## config.mk

```make
export PLATFORM = sky130hd
export DESIGN_NAME = polygon_convexity_check
export DESIGN_NICKNAME = d
export VERILOG_FILES = /design/src/design/pcc_pkg.sv /design/src/design/polygon_convexity_check.sv /design/src/design/pcc_front.sv /design/src/design/pcc_queue.sv /design/src/design/pcc_back.sv
export SDC_FILE = /design/constraint.sdc
export NUM_CORES = 2
export LEC_CHECK = 0
export BUFFER_PORTS_ARGS = -buffer_cell sky130_fd_sc_hd__buf_2
export CORE_ASPECT_RATIO = 0.9
export CORE_MARGIN = 3
export CORE_UTILIZATION = 40
export DETAILED_ROUTE_END_ITERATION = 10
export GPL_TIMING_DRIVEN = 0
export PLACE_DENSITY = 0.66
export SYNTH_ARGS = -nofsm -noshare
export SYNTH_HDL_FRONTEND = slang
export SYNTH_HIERARCHICAL = 1
export SYNTH_SLANG_ARGS = --single-unit
```

## constraint.sdc

```tcl
create_clock -name clock -period 8.31 [get_ports clock]
set_input_delay 1.662 -clock clock [delete_from_list [all_inputs] [get_ports clock]]
set_output_delay 1.662 -clock clock [all_outputs]
set_load 0.05 [all_outputs]
```

## src/design/pcc_pkg.sv

```systemverilog
// Shared types, widths and helpers for the polygon convexity checker.
package pcc_pkg;

   localparam int VERTEX_BITS = 16;
   localparam int COORD_BITS  = 16;
   localparam int DIFF_BITS   = COORD_BITS + 1;
   localparam int PROD_BITS   = 2 * DIFF_BITS;
   localparam int CROSS_BITS  = PROD_BITS + 1;
   localparam int QUEUE_DEPTH = 4;
   localparam int QPTR_BITS   = $clog2(QUEUE_DEPTH);
   localparam int QCNT_BITS   = $clog2(QUEUE_DEPTH + 1);
   localparam int REQ_BYTES   = (2 * VERTEX_BITS + 7) / 8;
   localparam int RSP_BYTES   = 1;

   typedef logic signed [COORD_BITS-1:0] coord_type;
   typedef logic signed [DIFF_BITS-1:0]  diff_type;
   typedef logic signed [PROD_BITS-1:0]  prod_type;
   typedef logic signed [CROSS_BITS-1:0] cross_type;

   typedef struct packed {
      coord_type x;
      coord_type y;
   } vertex_type;

   // one unit of work for the back end: a turn, a polygon end, or both
   typedef struct packed {
      diff_type ux;
      diff_type uy;
      diff_type wx;
      diff_type wy;
      logic     has_turn;
      logic     is_end;
      logic     too_few;
   } job_type;

   typedef struct packed {
      logic full;
      logic valid;
   } queue_status_type;

   typedef enum logic [1:0] {
      SIGN_NONE = 2'd0,
      SIGN_POS  = 2'd1,
      SIGN_NEG  = 2'd2
   } sign_type;

   function automatic job_type make_turn(vertex_type a, vertex_type b, vertex_type c,
                                         logic last);
      job_type j;
      j.ux       = DIFF_BITS'(b.x) - DIFF_BITS'(a.x);
      j.uy       = DIFF_BITS'(b.y) - DIFF_BITS'(a.y);
      j.wx       = DIFF_BITS'(c.x) - DIFF_BITS'(b.x);
      j.wy       = DIFF_BITS'(c.y) - DIFF_BITS'(b.y);
      j.has_turn = 1'b1;
      j.is_end   = last;
      j.too_few  = 1'b0;
      return j;
   endfunction

endpackage

```

## src/design/polygon_convexity_check.sv

```systemverilog
// Polygon convexity check: vertices stream in one per request, the last one marked by
// req_tlast, and one response per polygon reports convex (all nonzero turn signs agree)
// or too_few (fewer than three vertices). A vertex is taken every cycle while the job queue
// has room; after the last vertex of a polygon with three or more vertices the input is held
// while the front end issues the two wrap-around turns. The cross product is a two-stage
// back end behind a four-entry job queue: a job is popped into the product registers, and
// the end job then sets the result register that drives rsp_tvalid.
module polygon_convexity_check
   import pcc_pkg::*;
(
   input  logic                   clock,
   input  logic                   reset,
   input  logic                   req_tvalid,
   output logic                   req_tready,
   input  logic [8*REQ_BYTES-1:0] req_tdata,  // vertex_x, vertex_y
   input  logic                   req_tlast,
   output logic                   rsp_tvalid,
   input  logic                   rsp_tready,
   output logic [8*RSP_BYTES-1:0] rsp_tdata   // convex, too_few, zero pad
);

   logic             push, pop;
   job_type          push_job, head_job;
   queue_status_type status;

   pcc_front u_front (
      .clock      (clock),
      .reset      (reset),
      .req_tvalid (req_tvalid),
      .req_tready (req_tready),
      .req_tdata  (req_tdata),
      .req_tlast  (req_tlast),
      .q_full     (status.full),
      .push       (push),
      .push_job   (push_job)
   );

   pcc_queue u_queue (
      .clock    (clock),
      .reset    (reset),
      .push     (push),
      .push_job (push_job),
      .pop      (pop),
      .head_job (head_job),
      .status   (status)
   );

   pcc_back u_back (
      .clock      (clock),
      .reset      (reset),
      .head_job   (head_job),
      .status     (status),
      .pop        (pop),
      .rsp_tvalid (rsp_tvalid),
      .rsp_tready (rsp_tready),
      .rsp_tdata  (rsp_tdata)
   );

endmodule

```

## src/design/pcc_front.sv

```systemverilog
// Front end: takes vertices, tracks first and recent vertices, issues turn jobs.
module pcc_front
   import pcc_pkg::*;
(
   input  logic                     clock,
   input  logic                     reset,
   input  logic                     req_tvalid,
   output logic                     req_tready,
   input  logic [8*REQ_BYTES-1:0]   req_tdata,
   input  logic                     req_tlast,
   input  logic                     q_full,
   output logic                     push,
   output job_type                  push_job
);

   typedef enum logic [2:0] {
      ST_RUN   = 3'b001,
      ST_WRAP1 = 3'b010,
      ST_WRAP2 = 3'b100
   } state_type;

   state_type  state_ff, state_in;
   vertex_type f0_ff, f0_in, f1_ff, f1_in, r0_ff, r0_in, r1_ff, r1_in;
   logic [1:0] cnt_ff, cnt_in;
   vertex_type v;
   logic       fire;

   assign v.x = coord_type'(req_tdata[VERTEX_BITS-1:0]);
   assign v.y = coord_type'(req_tdata[VERTEX_BITS +: VERTEX_BITS]);

   assign req_tready = (state_ff == ST_RUN) && !q_full;
   assign fire       = req_tvalid && req_tready;

   always_comb begin
      state_in = state_ff;
      f0_in    = f0_ff;
      f1_in    = f1_ff;
      r0_in    = r0_ff;
      r1_in    = r1_ff;
      cnt_in   = cnt_ff;
      push     = 1'b0;
      push_job = make_turn(r0_ff, r1_ff, v, 1'b0);
      unique case (state_ff)
         ST_RUN: begin
            if (fire) begin
               if (cnt_ff == 2'd0) f0_in = v;
               if (cnt_ff == 2'd1) f1_in = v;
               r0_in = r1_ff;
               r1_in = v;
               if (cnt_ff != 2'd3) cnt_in = cnt_ff + 2'd1;
               if (cnt_ff >= 2'd2) begin
                  push = 1'b1;
                  if (req_tlast) state_in = ST_WRAP1;
               end else if (req_tlast) begin
                  push              = 1'b1;
                  push_job.has_turn = 1'b0;
                  push_job.is_end   = 1'b1;
                  push_job.too_few  = 1'b1;
                  cnt_in            = 2'd0;
               end
            end
         end
         ST_WRAP1: begin
            push_job = make_turn(r0_ff, r1_ff, f0_ff, 1'b0);
            if (!q_full) begin
               push     = 1'b1;
               state_in = ST_WRAP2;
            end
         end
         ST_WRAP2: begin
            push_job = make_turn(r1_ff, f0_ff, f1_ff, 1'b1);
            if (!q_full) begin
               push     = 1'b1;
               cnt_in   = 2'd0;
               state_in = ST_RUN;
            end
         end
         default: state_in = ST_RUN;
      endcase
   end

   always_ff @(posedge clock) begin
      if (reset) begin
         state_ff <= ST_RUN;
         cnt_ff   <= 2'd0;
      end else begin
         state_ff <= state_in;
         cnt_ff   <= cnt_in;
      end
      f0_ff <= f0_in;
      f1_ff <= f1_in;
      r0_ff <= r0_in;
      r1_ff <= r1_in;
   end

endmodule

```

## src/design/pcc_queue.sv

```systemverilog
// Short job queue between the front and back ends.
module pcc_queue
   import pcc_pkg::*;
(
   input  logic             clock,
   input  logic             reset,
   input  logic             push,
   input  job_type          push_job,
   input  logic             pop,
   output job_type          head_job,
   output queue_status_type status
);

   job_type              entry_ff [QUEUE_DEPTH];
   logic [QPTR_BITS-1:0] wr_ff, wr_in, rd_ff, rd_in;
   logic [QCNT_BITS-1:0] cnt_ff, cnt_in;
   logic                 do_push, do_pop;

   assign status.full  = (cnt_ff == QCNT_BITS'(QUEUE_DEPTH));
   assign status.valid = (cnt_ff != '0);
   assign do_push      = push && !status.full;
   assign do_pop       = pop && status.valid;
   assign head_job     = entry_ff[rd_ff];

   always_comb begin
      wr_in  = do_push ? wr_ff + QPTR_BITS'(1) : wr_ff;
      rd_in  = do_pop  ? rd_ff + QPTR_BITS'(1) : rd_ff;
      cnt_in = cnt_ff + QCNT_BITS'(do_push) - QCNT_BITS'(do_pop);
   end

   always_ff @(posedge clock) begin
      if (reset) begin
         wr_ff  <= '0;
         rd_ff  <= '0;
         cnt_ff <= '0;
      end else begin
         wr_ff  <= wr_in;
         rd_ff  <= rd_in;
         cnt_ff <= cnt_in;
      end
      if (do_push) entry_ff[wr_ff] <= push_job;
   end

endmodule

```

## src/design/pcc_back.sv

```systemverilog
// Back end: cross products, sign tracking and the result register.
module pcc_back
   import pcc_pkg::*;
(
   input  logic                   clock,
   input  logic                   reset,
   input  job_type                head_job,
   input  queue_status_type       status,
   output logic                   pop,
   output logic                   rsp_tvalid,
   input  logic                   rsp_tready,
   output logic [8*RSP_BYTES-1:0] rsp_tdata
);

   logic     s1_valid_ff, s1_valid_in;
   logic     s1_turn_ff, s1_end_ff, s1_few_ff;
   prod_type p1_ff, p2_ff;
   sign_type seen_ff, seen_in, s;
   logic     conflict_ff, conflict_in, conflict_now;
   logic     out_valid_ff, out_valid_in, out_convex_ff, out_few_ff;
   cross_type z;
   logic     stall, process;

   assign stall   = s1_valid_ff && s1_end_ff && out_valid_ff && !rsp_tready;
   assign pop     = status.valid && !stall;
   assign process = s1_valid_ff && !stall;

   assign z = CROSS_BITS'(p1_ff) - CROSS_BITS'(p2_ff);

   always_comb begin
      priority if (!s1_turn_ff || z == '0) s = SIGN_NONE;
      else if (z[CROSS_BITS-1])            s = SIGN_NEG;
      else                                 s = SIGN_POS;
   end

   always_comb begin
      conflict_now = conflict_ff ||
                     (s != SIGN_NONE && seen_ff != SIGN_NONE && seen_ff != s);
      seen_in      = seen_ff;
      conflict_in  = conflict_ff;
      s1_valid_in  = stall ? s1_valid_ff : status.valid;
      out_valid_in = out_valid_ff && !rsp_tready;
      if (process) begin
         if (s1_end_ff) begin
            seen_in      = SIGN_NONE;
            conflict_in  = 1'b0;
            out_valid_in = 1'b1;
         end else begin
            if (seen_ff == SIGN_NONE) seen_in = s;
            conflict_in = conflict_now;
         end
      end
   end

   always_ff @(posedge clock) begin
      if (reset) begin
         s1_valid_ff  <= 1'b0;
         seen_ff      <= SIGN_NONE;
         conflict_ff  <= 1'b0;
         out_valid_ff <= 1'b0;
      end else begin
         s1_valid_ff  <= s1_valid_in;
         seen_ff      <= seen_in;
         conflict_ff  <= conflict_in;
         out_valid_ff <= out_valid_in;
      end
      if (pop) begin
         p1_ff      <= head_job.ux * head_job.wy;
         p2_ff      <= head_job.uy * head_job.wx;
         s1_turn_ff <= head_job.has_turn;
         s1_end_ff  <= head_job.is_end;
         s1_few_ff  <= head_job.too_few;
      end
      if (process && s1_end_ff) begin
         out_convex_ff <= !s1_few_ff && !conflict_now;
         out_few_ff    <= s1_few_ff;
      end
   end

   assign rsp_tvalid = out_valid_ff;
   assign rsp_tdata  = {(8*RSP_BYTES-2)'(0), out_few_ff, out_convex_ff};

endmodule

```

== After elaboration in Yosys (flattened, before gate mapping) ==
Memory sizes are Yosys's and may differ from the RTL's. A register that Yosys moved wholly into a read port is not among the register bits.
Cells that the tools add are included.
Cells by class
  $mul: 2
  mux-type cells: 33
  equal/unequal tests: 12
  add/sub/neg operators: 14
  magnitude comparators: 1
  reduce and logical (&&, ||, !) cells: 37
Operators by type and width (count)
  $pmux W68 S2: 1
  $sub A16 B16 Y17: 8
  $mul A17 B17 Y34: 2
  $logic_not A35 Y1: 1
  $sub A34 B34 Y35: 1
  $mux W3: 8
  $mux W2: 11
  $logic_and A1 B1 Y1: 14
  $ne A2 B2 Y1 const B: 5
  $mux W1: 9
  $pmux W3 S3: 1
  $reduce_and A3 Y1: 3
  $reduce_bool A2 Y1: 4
  $add A2 B1 Y2 const B: 3
  $eq A3 B3 Y1 const B: 2
  $logic_not A1 Y1: 6
  $pmux W3 S2: 1
  $reduce_and A5 Y1: 1
  $logic_not A2 Y1: 2
  $pmux W2 S2: 1
  $reduce_and A2 Y1: 2
  $add A3 B1 Y3: 1
  $eq A3 B1 Y1 const B: 1
  $eq A3 B2 Y1 const B: 1
  other kinds (9): 10
Word-level totals
  bits in writable memories: 284
  output and inout port bits: 10
  bits of input ports: 37
  memories: 1
  bits in registers: 218
  logic and storage cells: 124
Memory list
  u_queue.entry_ff: words 4, bits a word 71, rd ports 1, clocked after memory_dff 1, write ports 1, line pcc_queue.sv:14  | job_type entry_ff [QUEUE_DEPTH];

== Longest topological paths before layout ==
  word-level depth: 10
  mapped depth: 29
  gate-level depth less buffers: 26

== Hierarchy ==
The synthesis kept the hierarchy.
Modules (own cells, without submodules)
  pcc_back: area each 26489.2 µm², sequential area each 2292.2 µm², cells each 2865, times used 1
  pcc_front: area each 10892.9 µm², sequential area each 3943.8 µm², cells each 1170, times used 1
  pcc_queue: area each 10792.9 µm², sequential area each 8708.4 µm², cells each 420, times used 1

== Worst setup path after synthesis ==
Ideal clock, no wire load.
  path type: reg2reg
  start point: register (tool-made name)
  end point: register u_back.p1_ff[33] (data pin)
  period minus slack after synthesis: 7.585 ns
  buffers on the path: 3
  cell stages (with the launch flop): 29
  required time: 8.050 ns
  arrival time: 7.326 ns
  slack: 0.725 ns
  library setup time: 0.260 ns
  cell sequence: dfxtp_1 -> buf_6 -> buf_12 -> mux4_2 -> clkbuf_1 -> nand2_1 -> inv_1 -> fa_1 -> inv_1 -> fa_1 -> fa_1 -> inv_1 -> fa_1 -> fa_1 -> inv_1 -> fa_1 -> inv_1 -> ha_1 -> a21o_1 -> a211o_1 -> or3b_1 -> a2111oi_2 -> nor3_1 -> a221oi_2 -> o21bai_2 -> a2111oi_4 -> o31ai_1 -> a21oi_1 -> xnor2_1
RTL lines
  end signal, assigned: line pcc_back.sv:68  | p1_ff <= head_job.ux * head_job.wy;
  end, declared: line pcc_back.sv:17  | prod_type p1_ff, p2_ff;

==> results.cfg <==
[placed_design]
routabilityCongestion = 0.929
io_buffers = 40
post-dp-hpwl_mm = 98.5

[setup_path]
cp_max_fo = 10
critPathCaptureType = flop
crit_type = flop to flop
worst_ep_arrival_time_ns = 8.49
critical-path-max-stage-delay_ns = 0.59
required_ns = 8.60
cp_common_cell = fa_1
crit_slowest_cell = mux4_2
start_kind = flop

[floorplan]
start_util_pct = 40.4
io_pins = 47
die_y_um = 335
core-area_mm2 = 0.119
dieArea_mm2 = 0.125
die_x_um = 372
rows = 120

[cells_and_area]
drive_above_1_share_pct = 8.18
area_growth_pct = 9.89
final_nets = 5567

[clocking]
h-tree-depth = 2
cts-root-buf = clkbuf_16
cts_buffers = 51
clock_path_buffers = 3
cts.reportedPaths.clkPinSlew_ns = 0.06
cts.sinks = 504
clk_latency_ns = 0.63
cts_tree = done

[yosys]
synthArstFlopShare_pct = 0
synthDistinctLibCells = 90
synthFlopType = edfxtp_1
syn_area_per_cell_um2 = 10.8
synth_edf_count = 485
synth_seq_cells = 504
synth-seq-area-share_pct = 31.0
netlist_area_mm2 = 0.0482
synthCells = 4455
ys_warn_count = 6

[sta]
timing.slew.headroom_pct = 13.9
finalSetupViolCount = 0
min_period_over_period_pct = 98.6
tightest_slew_ns = 1.28
timing.fmax_mhz = 122
tns_ns = 0
slew_violations = 0
fin_worst_skew_ns = 0.0636
rsz0062_at_grt = yes
fin_crit_ns = 8.20
hold_viol = 0

[grt]
grt_pass1_vias = 33100
grt_max_degree = 65
grt_antenna_before_repair = 8
gr-total-overflow = 0
grt_pass1_wl_mm = 194
grtUsageTotal_pct = 20.0

[drt]
wl_mm = 123
dr.pass1.iters = 5
viasPerCell = 5.22
ant_nets = 0
route.detailed.drc = 0
drt_iter0_drc = 2847
wl_per_cell_um = 19.7
vias = 32500

[hold_path]
worstHoldStart = u_front/r1_ff[31]$_DFFE_PP_
hp-class = flop to flop

[status]
status = finished clean

[job]
drv_cap = 0
==> final timing paths <==
| kind | end | slack [ns] | cells past startpoint |
|---|---|---|---|
| min | u_front/r0_ff[31]$_DFFE_PP_ | 0.50 | 0 |
| max reg2reg | u_back/p1_ff[33]$_DFFE_PP_ | 0.11 | 28 |
| max | u_back/p1_ff[33]$_DFFE_PP_ | 0.11 | 28 |
| min reg2reg | u_front/r0_ff[31]$_DFFE_PP_ | 0.50 | 0 |
==> routing by layer <==
metal | share of wire (%) | global-route usage [%] | up-vias
met1 | 45 | 28.8 | 16300
met2 | 46 | 32.2 | 1005
met3 | 6.0 | 2.78 | 160
met5 | 0.038 | 0 | -
li1 | - | - | 15000
met4 | 2.3 | 4.46 | 6
==> synthesized netlist by cell type (9+ instances only) <==
library cell / count / area share [%]
inv_1: 817 / 6.4
fa_1: 602 / 25
edfxtp_1: 485 / 30
nand2_1: 381 / 3.0
ha_1: 338 / 8.8
and2_1: 304 / 3.9
nor2_1: 202 / 1.6
a21oi_1: 174 / 1.8
xnor2_1: 134 / 2.4
o21ai_0: 115 / 1.2
clkbuf_1: 106 / 0.83
mux4_2: 70 / 3.3
nor3_1: 62 / 0.64
a21o_1: 58 / 0.90
nand2b_1: 51 / 0.66
nor2b_1: 48 / 0.62
xor2_1: 45 / 0.82
nand3_1: 42 / 0.44
o21a_1: 38 / 0.59
a31oi_1: 23 / 0.30
a211oi_1: 21 / 0.33
dfxtp_1: 19 / 0.79
nand4_1: 17 / 0.22
o31ai_1: 17 / 0.26
and3_1: 16 / 0.21
or3_1: 16 / 0.21
a22oi_1: 13 / 0.20
nor4_1: 13 / 0.17
o21bai_1: 11 / 0.17
a211o_1: 10 / 0.18
o211ai_1: 9 / 0.14
o21ai_1: 9 / 0.093
o221ai_1: 9 / 0.16
o31a_1: 9 / 0.16
==> cell families (layout without fill, tap and decap cells) <==
family	Yosys count	after routing	synth area share (%)
DFF	504	504	31.0
adders and majority gates	940	940	33.8
AOI/OAI and AO/OA	612	612	8.40
muxes	82	82	3.56
other	1	9	0.00778
buffers and inverters	952	1125	7.75
and+or+nand+nor	1185	1185	12.2
xor gates and xnor gates	179	179	3.25
==> state kept, by name, summed over array words and instances (netlist names), named ones only <==
signal,count
u_back/s1_few_ff,1
u_back/out_few_ff,1
u_queue/cnt_ff,3
u_back/s1_turn_ff,1
u_back/p2_ff,34
u_back/out_convex_ff,1
u_queue/wr_ff,2
u_back/s1_end_ff,1
u_queue/rd_ff,2
u_back/seen_ff,2
u_back/rsp_tvalid,1
u_back/p1_ff,34
u_front/f1_ff,32
u_back/conflict_ff,1
u_front/r0_ff,32
u_front/f0_ff,32
u_front/r1_ff,32
u_back/s1_valid_ff,1
u_front/state_ff,3
u_queue/entry_ff,284
u_front/cnt_ff,2
==> stage by stage <==
stage / hold WS [ns] / utilization, % / instance area, µm² / setup WS (ns) / instances
6_report: 0.496 / 44.4 / 52900 / 0.113 / 6222
3_3_place_gp: 0.462 / 42.3 / 50400 / -1.42 / 6086
2_1_floorplan: 0.428 / - / 48200 / 0.725 / 4460
4_1_cts: 0.505 / 44.1 / 52600 / -0.0721 / 6190
3_5_place_dp: 0.479 / 42.4 / 50600 / -1.38 / 6096
5_1_grt: 0.520 / 44.4 / 52900 / -0.0986 / 6219
==> cell type report <==
type / instances / area, µm²
fill: 11100 / 66300
buffer: 120 / 736
tap: 1586 / 1980
clock buffer: 61 / 1360
sequential: 504 / 14900
inverter: 817 / 3070
clock inverter: 35 / 400
antenna: 3 / 7.51
multi-input combinational: 3004 / 29700
timing repair buffer: 92 / 708
==> worst max-delay path, delay by kind of cell (launching register included) <==
family / cells / cell delay [ns]
mux: 1 / 0.59
fa+ha+maj: 7 / 3.20
buf+inv: 8 / 0.91
xor+xnor: 1 / 0.18
flops: 1 / 0.34
compound gates: 8 / 2.00
simple gates: 3 / 0.64
==> timing repair <==
action	in CTS	in global routing
hold buffers	0	0
setup endpoints to repair	19	8
setup buffers	9	33
pin swaps	4	13
gates resized for setup	62	79
==> cell usage in the layout, fill, tap and decap left out, types with 38 or more instances in the layout <==
| cell | n |
|---|---|
| inv_1 | 815 |
| fa_1 | 595 |
| edfxtp_1 | 485 |
| nand2_1 | 381 |
| ha_1 | 336 |
| and2_1 | 299 |
| nor2_1 | 202 |
| a21oi_1 | 173 |
| xnor2_1 | 128 |
| o21ai_0 | 114 |
| mux4_2 | 71 |
| nor3_1 | 60 |
| buf_2 | 59 |
| a21o_1 | 58 |
| clkbuf_1 | 54 |
| clkbuf_16 | 52 |
| buf_4 | 52 |
| nand2b_1 | 51 |
| nor2b_1 | 47 |
| xor2_1 | 45 |
| nand3_1 | 41 |
| o21a_1 | 38 |
Power is not shown: default switching activity piles up to over one toggle a cycle in this logic, so the estimate is an artifact.
